File: config.mk
export PLATFORM = sky130hd
export DESIGN_NAME = key_edge_and_auto_repeat
export DESIGN_NICKNAME = d
export VERILOG_FILES = /design/src/hw/rtl/kar_pkg.sv /design/src/hw/rtl/key_edge_and_auto_repeat.sv /design/src/hw/rtl/kar_div.sv
export SDC_FILE = /design/constraint.sdc
export NUM_CORES = 1
export LEC_CHECK = 0
export ABC_CLOCK_PERIOD_IN_PS = 11680
export BUFFER_PORTS_ARGS = -buffer_cell sky130_fd_sc_hd__buf_2
export CAP_MARGIN = 30
export CORE_UTILIZATION = 45
export CTS_CLUSTER_DIAMETER = 80
export DETAILED_ROUTE_END_ITERATION = 8
export SLEW_MARGIN = 20
export SYNTH_ARGS = -nofsm -noshare
export SYNTH_HDL_FRONTEND = slang
export SYNTH_SLANG_ARGS = --single-unit
File: constraint.sdc
create_clock -name clk -period 11.68 [get_ports clk]
set_input_delay 1.168 -clock clk [delete_from_list [all_inputs] [get_ports clk]]
set_output_delay 1.168 -clock clk [all_outputs]
set_load 0.02 [all_outputs]
File: src/hw/rtl/kar_pkg.sv
// kar_pkg: shared widths, item kind codes, the per-key table entry type and the
// divider result type for the key edge and auto-repeat block; no dependencies
package kar_pkg;

    localparam int NUM_KEYS     = 16;
    localparam int KEY_W        = (NUM_KEYS > 1) ? $clog2(NUM_KEYS) : 1;
    localparam int KEY_INDEX_W  = 4;
    localparam int KIND_W       = 2;
    localparam int TICK_W       = 20;
    localparam int PERIOD_W     = 24;
    localparam int ELAPSED_W    = 25;
    localparam int DIV_CNT_W    = $clog2(ELAPSED_W + 1);

    localparam logic [KIND_W-1:0] KIND_SAMPLE = 2'd0;
    localparam logic [KIND_W-1:0] KIND_TICK   = 2'd1;
    localparam logic [KIND_W-1:0] KIND_PERIOD = 2'd2;

    typedef struct packed {
        logic                 down;
        logic                 pressed;
        logic                 released;
        logic                 repeat_on;
        logic [ELAPSED_W-1:0] elapsed;
        logic [PERIOD_W-1:0]  period;
    } key_entry_t;

    typedef struct packed {
        logic                odd;
        logic                nonzero;
        logic [PERIOD_W-1:0] remainder;
    } div_res_t;

endpackage

File: src/hw/rtl/key_edge_and_auto_repeat.sv
// key_edge_and_auto_repeat: per-key edge flags and typematic repeat over a
// key table held in a synchronous memory; uses kar_pkg and kar_div
//
//   channel   signals                                            dir
//   input     in_valid/in_ready, kind, key_index, level,         in
//             tick_delta, period_value
//   output    out_valid/out_ready, key_number, down_flag,        out
//             pressed_flag, released_flag, repeating, last
//
// each item sweeps all NUM_KEYS table entries: each entry is read in ST_DATA,
// then written back and reported in ST_EMIT
// on a tick, each repeating key with a nonzero period also waits in ST_DIV
// for the serial divider
// reset clears per-entry valid bits at once; no clearing pass is needed
// a stalled output holds the sweep; a new item is taken while the last
// result still waits
module key_edge_and_auto_repeat (
    input  logic                            clk,
    input  logic                            rst_n,
    input  logic                            in_valid,
    output logic                            in_ready,
    input  logic [kar_pkg::KIND_W-1:0]      kind,
    input  logic [kar_pkg::KEY_INDEX_W-1:0] key_index,
    input  logic                            level,
    input  logic [kar_pkg::TICK_W-1:0]      tick_delta,
    input  logic [kar_pkg::PERIOD_W-1:0]    period_value,
    output logic                            out_valid,
    input  logic                            out_ready,
    output logic [kar_pkg::KEY_INDEX_W-1:0] key_number,
    output logic                            down_flag,
    output logic                            pressed_flag,
    output logic                            released_flag,
    output logic                            repeating,
    output logic                            last
);
    import kar_pkg::*;

    localparam int CMP_W = (KEY_W > KEY_INDEX_W) ? KEY_W : KEY_INDEX_W;

    localparam logic [1:0] ST_IDLE = 2'd0;
    localparam logic [1:0] ST_DATA = 2'd1;
    localparam logic [1:0] ST_DIV  = 2'd2;
    localparam logic [1:0] ST_EMIT = 2'd3;

    // key table
    key_entry_t           mem [NUM_KEYS];
    logic [NUM_KEYS-1:0]  entry_valid_reg;
    key_entry_t           rd_data_reg;
    logic                 rd_valid_reg;
    logic                 rd_en;
    logic [KEY_W-1:0]     rd_addr;
    logic                 mem_we;

    logic [1:0]             state_reg, state_next;
    logic [KEY_W-1:0]       k_reg, k_next;
    logic [KIND_W-1:0]      kind_reg;
    logic [KEY_INDEX_W-1:0] key_reg;
    logic                   level_reg;
    logic [TICK_W-1:0]      delta_reg;
    logic [PERIOD_W-1:0]    period_reg;

    logic                   out_valid_reg;
    logic [KEY_INDEX_W-1:0] key_number_reg;
    logic                   down_reg;
    logic                   pressed_reg;
    logic                   released_reg;
    logic                   repeating_reg;
    logic                   last_reg;

    key_entry_t           cur;
    key_entry_t           upd;
    logic [ELAPSED_W-1:0] tick_sum;
    logic                 hit;
    logic                 is_last;
    logic                 out_free;
    logic                 load;
    logic                 div_start;
    logic                 div_busy;
    div_res_t             div_res;

    kar_div u_div (
        .clk      (clk),
        .rst_n    (rst_n),
        .start    (div_start),
        .dividend (tick_sum),
        .divisor  (cur.period),
        .busy     (div_busy),
        .result   (div_res)
    );

    assign cur      = rd_valid_reg ? rd_data_reg : '0;
    assign tick_sum = cur.elapsed + ELAPSED_W'(delta_reg);
    assign hit      = (CMP_W'(k_reg) == CMP_W'(key_reg));
    assign is_last  = (k_reg == KEY_W'(NUM_KEYS - 1));
    assign out_free = !out_valid_reg || out_ready;
    assign in_ready = (state_reg == ST_IDLE);

    assign div_start = (state_reg == ST_DATA) && (kind_reg == KIND_TICK)
                       && cur.repeat_on && (cur.period != '0);
    assign load      = (state_reg == ST_EMIT) && out_free;
    assign mem_we    = load;

    // new entry for the key under the sweep
    always_comb
    begin
        upd = cur;
        case (kind_reg)
            KIND_SAMPLE:
            begin
                if (hit)
                begin
                    if (!cur.repeat_on)
                    begin
                        upd.down     = level_reg;
                        upd.pressed  = !cur.down && level_reg;
                        upd.released = cur.down && !level_reg;
                        if (!cur.down && level_reg && (cur.period != '0))
                        begin
                            upd.repeat_on = 1'b1;
                            upd.elapsed   = '0;
                        end
                    end
                    else if (!level_reg)
                    begin
                        upd.down      = 1'b0;
                        upd.pressed   = 1'b0;
                        upd.released  = cur.down;
                        upd.repeat_on = 1'b0;
                    end
                end
            end
            KIND_TICK:
            begin
                if (cur.repeat_on)
                begin
                    upd.pressed  = 1'b0;
                    upd.released = 1'b0;
                    upd.elapsed  = tick_sum;
                    if (cur.period != '0)
                    begin
                        upd.elapsed = ELAPSED_W'(div_res.remainder);
                        if (div_res.nonzero)
                        begin
                            upd.down     = cur.down ^ div_res.odd;
                            upd.pressed  = cur.down ^ div_res.odd;
                            upd.released = !(cur.down ^ div_res.odd);
                        end
                    end
                end
            end
            KIND_PERIOD:
            begin
                if (hit)
                begin
                    upd        = '0;
                    upd.period = period_reg;
                end
            end
            default:
            begin
                upd = cur;
            end
        endcase
    end

    always_comb
    begin
        state_next = state_reg;
        k_next     = k_reg;
        rd_en      = 1'b0;
        rd_addr    = k_reg;
        unique case (state_reg)
            ST_IDLE:
            begin
                if (in_valid)
                begin
                    rd_en      = 1'b1;
                    rd_addr    = '0;
                    k_next     = '0;
                    state_next = ST_DATA;
                end
            end
            ST_DATA:
            begin
                state_next = div_start ? ST_DIV : ST_EMIT;
            end
            ST_DIV:
            begin
                if (!div_busy)
                begin
                    state_next = ST_EMIT;
                end
            end
            ST_EMIT:
            begin
                if (out_free)
                begin
                    if (is_last)
                    begin
                        state_next = ST_IDLE;
                    end
                    else
                    begin
                        k_next     = k_reg + 1'b1;
                        rd_en      = 1'b1;
                        rd_addr    = k_reg + 1'b1;
                        state_next = ST_DATA;
                    end
                end
            end
            default:
            begin
                state_next = ST_IDLE;
            end
        endcase
    end

    always_ff @(posedge clk or negedge rst_n)
    begin
        if (!rst_n)
        begin
            state_reg       <= ST_IDLE;
            k_reg           <= '0;
            entry_valid_reg <= '0;
            out_valid_reg   <= 1'b0;
        end
        else
        begin
            state_reg <= state_next;
            k_reg     <= k_next;
            if (mem_we)
            begin
                entry_valid_reg[k_reg] <= 1'b1;
            end
            if (load)
            begin
                out_valid_reg <= 1'b1;
            end
            else if (out_ready)
            begin
                out_valid_reg <= 1'b0;
            end
        end
    end

    // memory with registered read
    always_ff @(posedge clk)
    begin
        if (mem_we)
        begin
            mem[k_reg] <= upd;
        end
        if (rd_en)
        begin
            rd_data_reg  <= mem[rd_addr];
            rd_valid_reg <= entry_valid_reg[rd_addr];
        end
    end

    always_ff @(posedge clk)
    begin
        if (in_valid && in_ready)
        begin
            kind_reg   <= kind;
            key_reg    <= key_index;
            level_reg  <= level;
            delta_reg  <= tick_delta;
            period_reg <= period_value;
        end
        if (load)
        begin
            key_number_reg <= KEY_INDEX_W'(k_reg);
            down_reg       <= upd.down;
            pressed_reg    <= upd.pressed;
            released_reg   <= upd.released;
            repeating_reg  <= upd.repeat_on;
            last_reg       <= is_last;
        end
    end

    assign out_valid     = out_valid_reg;
    assign key_number    = key_number_reg;
    assign down_flag     = down_reg;
    assign pressed_flag  = pressed_reg;
    assign released_flag = released_reg;
    assign repeating     = repeating_reg;
    assign last          = last_reg;

`ifndef NO_ASSERTIONS
    a_idle_div_quiet: assert property (@(posedge clk) disable iff (!rst_n)
        (state_reg == ST_IDLE) |-> !div_busy)
        else $error("divider busy while no item is in progress");

    a_div_only_tick: assert property (@(posedge clk) disable iff (!rst_n)
        div_start |-> (kind_reg == KIND_TICK) && cur.repeat_on)
        else $error("divider started outside a tick on a repeating key");

    a_last_ends_item: assert property (@(posedge clk) disable iff (!rst_n)
        (load && is_last) |=> (state_reg == ST_IDLE) && out_valid_reg && last_reg)
        else $error("final result did not close the item");

    a_write_needs_room: assert property (@(posedge clk) disable iff (!rst_n)
        mem_we |-> (!out_valid_reg || out_ready))
        else $error("table written back while the result slot is full");

    a_sweep_in_order: assert property (@(posedge clk) disable iff (!rst_n)
        (load && !is_last) |=> (k_reg == $past(k_reg) + 1'b1) && (state_reg == ST_DATA))
        else $error("key sweep skipped or repeated an entry");
`endif

endmodule

File: src/hw/rtl/kar_div.sv
// kar_div: restoring divider, one quotient bit per cycle, giving the
// remainder and the parity and nonzero state of the quotient; uses kar_pkg
module kar_div (
    input  logic                           clk,
    input  logic                           rst_n,
    input  logic                           start,
    input  logic [kar_pkg::ELAPSED_W-1:0]  dividend,
    input  logic [kar_pkg::PERIOD_W-1:0]   divisor,
    output logic                           busy,
    output kar_pkg::div_res_t              result
);
    import kar_pkg::*;

    logic                 busy_reg;
    logic [DIV_CNT_W-1:0] cnt_reg;
    logic [ELAPSED_W-1:0] dvd_reg;
    logic [PERIOD_W-1:0]  dsr_reg;
    logic [PERIOD_W-1:0]  rem_reg;
    logic                 odd_reg;
    logic                 nz_reg;

    logic [PERIOD_W:0]    trial;
    logic [PERIOD_W:0]    diff;
    logic                 ge;

    assign trial = {rem_reg, dvd_reg[ELAPSED_W-1]};
    assign diff  = trial - {1'b0, dsr_reg};
    assign ge    = (trial >= {1'b0, dsr_reg});

    always_ff @(posedge clk or negedge rst_n)
    begin
        if (!rst_n)
        begin
            busy_reg <= 1'b0;
            cnt_reg  <= '0;
        end
        else if (start)
        begin
            busy_reg <= 1'b1;
            cnt_reg  <= DIV_CNT_W'(ELAPSED_W);
        end
        else if (busy_reg)
        begin
            cnt_reg <= cnt_reg - 1'b1;
            if (cnt_reg == DIV_CNT_W'(1))
            begin
                busy_reg <= 1'b0;
            end
        end
    end

    always_ff @(posedge clk)
    begin
        if (start)
        begin
            dvd_reg <= dividend;
            dsr_reg <= divisor;
            rem_reg <= '0;
            odd_reg <= 1'b0;
            nz_reg  <= 1'b0;
        end
        else if (busy_reg)
        begin
            dvd_reg <= {dvd_reg[ELAPSED_W-2:0], 1'b0};
            rem_reg <= ge ? diff[PERIOD_W-1:0] : trial[PERIOD_W-1:0];
            odd_reg <= ge;
            nz_reg  <= nz_reg | ge;
        end
    end

    assign busy             = busy_reg;
    assign result.odd       = odd_reg;
    assign result.nonzero   = nz_reg;
    assign result.remainder = rem_reg;

endmodule

* Yosys cells after proc, flatten, opt, wreduce, memory -nomap -nowiden
Memory sizes are Yosys's and may differ from the RTL's. A register that Yosys moved wholly into a read port is not among the register bits. Index checks and enable logic that the tools add are counted.
Word-level totals: output and inout port bits 11, bits in writable memories 848, bits in read-only memories 0, latch bits 0, input port bits 55, bits in registers 165, memories 1, logic and storage cells 112
Cells by class: shift operators 0, mux-type cells 46, reduce and logical (&&, ||, !) cells 20, bitwise gates (word level) 3, equal/unequal tests 11, divide/modulo/power cells 0, $lt $le $gt $ge 4, $mul 0, add/sub/neg operators 4
Memory list:
- mem | words 16, bits a word 53, read ports 1, clocked after Yosys merged registers in 1, wr ports 1, line key_edge_and_auto_repeat.sv:46 | key_entry_t mem [NUM_KEYS];
Operator list (count):
- 25-bit two-way mux | 5
- 53-bit two-way mux | 2
- 25-bit one-hot mux with 3 select lines | 1
- 24-bit two-way mux | 2
- 29-bit two-way mux | 1
- 26-bit two-way mux | 1
- 25-bit by 20-bit adder with 25-bit output | 1
- 25-bit by 24-bit >= comparator with 1-bit output | 1
- 24-bit nonzero test | 1
- 24-bit subtractor | 1
- 4-bit two-way mux | 5
- 16-bit OR | 1
- 1-bit two-way mux | 14
- 4-bit by 5-bit less-than comparator with 1-bit output (second input constant) | 2
- 5-bit two-way mux | 2
- 1-bit logical AND | 9
- 3-bit two-way mux | 3
- 3-bit one-hot mux with 3 select lines | 1
- 2-bit one-hot mux with 4 select lines | 1
- 4-bit one-hot mux with 2 select lines | 1
- 2-bit == test (second input constant) | 3
- 2-bit two-way mux | 3
- 2-bit inequality test (second input constant) | 3
- 5-bit by 1-bit == test with 1-bit output (second input constant) | 1
- other kinds (16) | 23

* Depth between registers and ports, before layout
depth after elaboration 8, mapped depth 18

* Hierarchy
Synthesis repeated with hierarchy kept, for this count alone.
Unflattened totals: cell total of the unflattened synthesis 3682, area total of the unflattened synthesis 45810.2 um^2
Modules (own cells, without submodules):
- key_edge_and_auto_repeat | cells each 3260, area an instance 41218.3 um^2, times used 1
- kar_div | cells each 422, area an instance 4591.9 um^2, times used 1

* Least setup slack after synthesis
No wires, ideal clock.
kind in2reg, start input port out_ready, end register entry_valid_reg[0], arrival time 5.904 ns, stages 6, path slack 5.689 ns, required time 11.593 ns, path through nand2b_1 > and2_1 > buf_2 > nand2_1 > nor3_1 > or2_2
Between the ends: cells in the longest elaborated chain, start to end 2
RTL lines:
- start: declaration | line key_edge_and_auto_repeat.sv:28 | input logic out_ready,
- 1-bit logical OR | line key_edge_and_auto_repeat.sv:95 | assign out_free = !out_valid_reg || out_ready;
- 1-bit logical AND | line key_edge_and_auto_repeat.sv:100 | assign load = (state_reg == ST_EMIT) && out_free;
- via load | line key_edge_and_auto_repeat.sv:76 | logic load;
- end signal: assignment | line key_edge_and_auto_repeat.sv:224 | entry_valid_reg <= '0;
- end signal: indexed assignment | line key_edge_and_auto_repeat.sv:233 | entry_valid_reg[k_reg] <= 1'b1;
- end: declaration | line key_edge_and_auto_repeat.sv:47 | logic [NUM_KEYS-1:0] entry_valid_reg;
The timed path passes the listed nets, and every way through them passes these cells. A chain may end at the register's enable or synchronous reset.

==> metrics.yaml <==
yosys:
  syn_inst: 3748
  netlist_area_sq_um: 45900
  ys_types: 83
  synth_xor_area_frac: 0.0136
  syn_avg_cell_area_sq_um: 12.2
  yosys_warnings: 0
  synth_top_family_by_area: "simple AND/OR/NAND/NOR gates"
  synthAdderAreaFrac: 0.0120
  synth_edf_count: 1011
  syn_nets: 3844
  synthArstFlopShare: 0.0272
  synth_top_area_frac: 0.662
  synth_simple_gate_area_frac: 0.154
  synthTopCellsByArea: "edfxtp_1 (66%), nand2_1 (8.1%), a311oi_1 (3.1%)"
  ys.flop_type: "edfxtp_1"
  synth_compound_area_frac: 0.0919
  synthMuxAreaShare: 0.0112
  ys_seq_area_frac: 0.689
  ys_ff_latch: 1066
  yosys.area.top_type: "edfxtp_1"
timing:
  max_freq_mhz: 212
  hold_violations: 0
  final.setup.tns_ns: 0
  skew_ns: 0.0353
  slew_headroom: 0.212
  slew_viol_final: 0
  period_minus_slack_ns: 4.71
  setup_violations: 0
  rsz0062_at_grt: "no"
  worst_slew_pin_slew_ns: 1.18
  post-route-period-util: 0.404
die:
  core_sq_um: 101000
  rows: 116
  dieArea_sq_um: 103000
  die_w_microns: 321
  fp.dieH_microns: 321
  start_util: 0.456
  io_pins: 66
placed_design:
  dp_hpwl_mm: 66.6
  portBuffers: 65
  gp_congestion: 0.888
  dp.cells: 4988
finish:
  finalNonFillerCells: 5196
  final_nets: 3841
  drive_above_1_share: 0.0990
  largest_reg_flops: 848
  areaGrowthSynthToFinish_pct: 11.5
  final_common_cell: "edfxtp_1"
  layout_common_cells: "edfxtp_1 (1011), nand2_1 (990), nand3_1 (247), a311oi_1 (164), a21oi_1 (135)"
job:
  maxCapViolCount: 0
routing:
  firstDrtPassIters: 6
  vias_per_cell: 5.82
  wl_per_cell_microns: 23.8
  routed-via-count: 30238
  drcViolationCount: 0
  top_layer: "met4"
  wl_met1_mm: 53.2
  dr_wl_met3_mm: 8.34
  wl_met2_mm: 59.1
  routed_wl_mm: 124
  antenna_left: 0
  first_iter_violations: 3147
clock_tree:
  cts_resized: 0
  htree_levels: 3
  postCtsSetupBuffers: 0
  cts_hold_buf: 0
  root_buffer: "clkbuf_16"
  numCtsBuffers: 108
  clock_latency_ns: 0.72
  cts_buffer_depth: 3
  cts.sinks: 1066
  cts_tree: "done"
  clkTransAtPathRegs_ns: 0.06
worst_setup_path:
  critPathRequiredTime_ns: 12.24
  criticalPathCategory: "reg2reg"
  cp-start-kind: "flip-flop"
  path_max_fanout: 61
  arrival_ns: 5.27
  rrSetupSlack_ns: 6.97
  crit_path_end_kind: "flip-flop"
global_routing:
  antenna_found_initial: 1
  grt_max_degree: 189
  grt_use_total: 0.240
  grt_overflow: 0
  grt_pass1_wl_mm: 185
  grt_pass1_vias: 28655
worst_hold_path:
  hp-class: "reg2reg"
pwr:
  power_density_nw_per_um2: 264
  power.leakage_nw: 17.9
  peakVddDrop_v: 0.000136
outcome:
  status: "finished, final reports clean"
area by class of cell:
class | count | area (sq um)
fillers | 8530 | 49400
diodes | 2 | 5.00
inverters | 53 | 219
well taps | 1357 | 1700
clock buffers | 139 | 2850
flip-flops and latches | 1066 | 31600
multi-input cells | 2375 | 13200
clock inverters | 63 | 606
repair buffers | 141 | 1010
through the flow:
step	instance area [sq um]	worst slack (ns)	power [W]	util	hold WS, ns
2_1_floorplan	45900	5.69	0.00872	-	0.420
3_3_place_gp	47500	6.55	0.0101	0.472	0.452
3_5_place_dp	47700	6.49	0.0102	0.474	0.453
4_1_cts	51100	7.05	0.0135	0.508	0.471
5_1_grt	51200	6.69	0.0142	0.509	0.481
6_report	51200	6.97	0.0135	0.509	0.469
Yosys cell counts (all sizes together), types with 4 or more instances:
library cell and n:
buf 113, o21bai 4, a31oi 72, nand3b 4, nor3 30, and4 4
mux2i 22, or2 21, nand4 11, a311oi 164, a211oi 7, nand3 248
inv 50, o211ai 11, nand4bb 4, nand2b 13, nor4bb 4, nand2 990
o31ai 6, nor4 12, clkbuf 141, nor2b 9, a21o 22, and3 120
dfxtp 26, o21a 12, xor2 23, nor2 77, and2 37, ha 40
edfxtp 1011, dfrtp 29, or3 4, a21oi 138, o21ai 106, xnor2 48
a22o 4, nand4b 4, a32oi 18, o22ai 7, a22oi 5, mux2 26
cell families (layout without fill, tap and decap cells):
family,Yosys count,count (layout)
AO/OA/AOI/OAI,613,613
XOR/XNOR,71,71
adder cells (fa/ha/maj),44,44
buffers and inverters,307,396
flip-flops,1066,1066
multiplexers,48,48
other,0,2
AND/OR/NAND/NOR,1599,1599
path summary, 6_finish.rpt:
check                              startpoint                  end  cells past startpoint
min                        entry_valid_reg[5]   entry_valid_reg[5]                      1
min reg2reg                entry_valid_reg[5]   entry_valid_reg[5]                      1
min in group asynchronous               rst_n   entry_valid_reg[2]                      1
max in group asynchronous               rst_n  entry_valid_reg[11]                      1
max                              rd_valid_reg          mem[12][46]                     11
max reg2reg                      rd_valid_reg          mem[12][46]                     11
power breakdown:
part / total [W] / internal, W / switching [W]
combinational: 0.00458 / 0.00150 / 0.00308
clock: 0.00339 / 0.00192 / 0.00147
sequential: 0.00555 / 0.00518 / 0.000363
critical path, stage by stage (launching register included):
cell and delay [ns]:
edfxtp_1 0.32, buf_4 0.49, buf_4 0.60, inv_2 0.37, nor4b_1 0.47, or3_1 0.22, nand2_1 0.09, a2111o_1 0.44
a31oi_2 0.38, nand4_1 0.24, o211ai_1 0.59, buf_4 0.27
routing by layer:
layer / vias to the layer above / global-route usage
li1: 13860 / -
met1: 15122 / 0.334
met2: 1077 / 0.393
met3: 179 / 0.0285
met4: 0 / 0.0747
met5: - / 0
(Power assumes the default switching activity.)
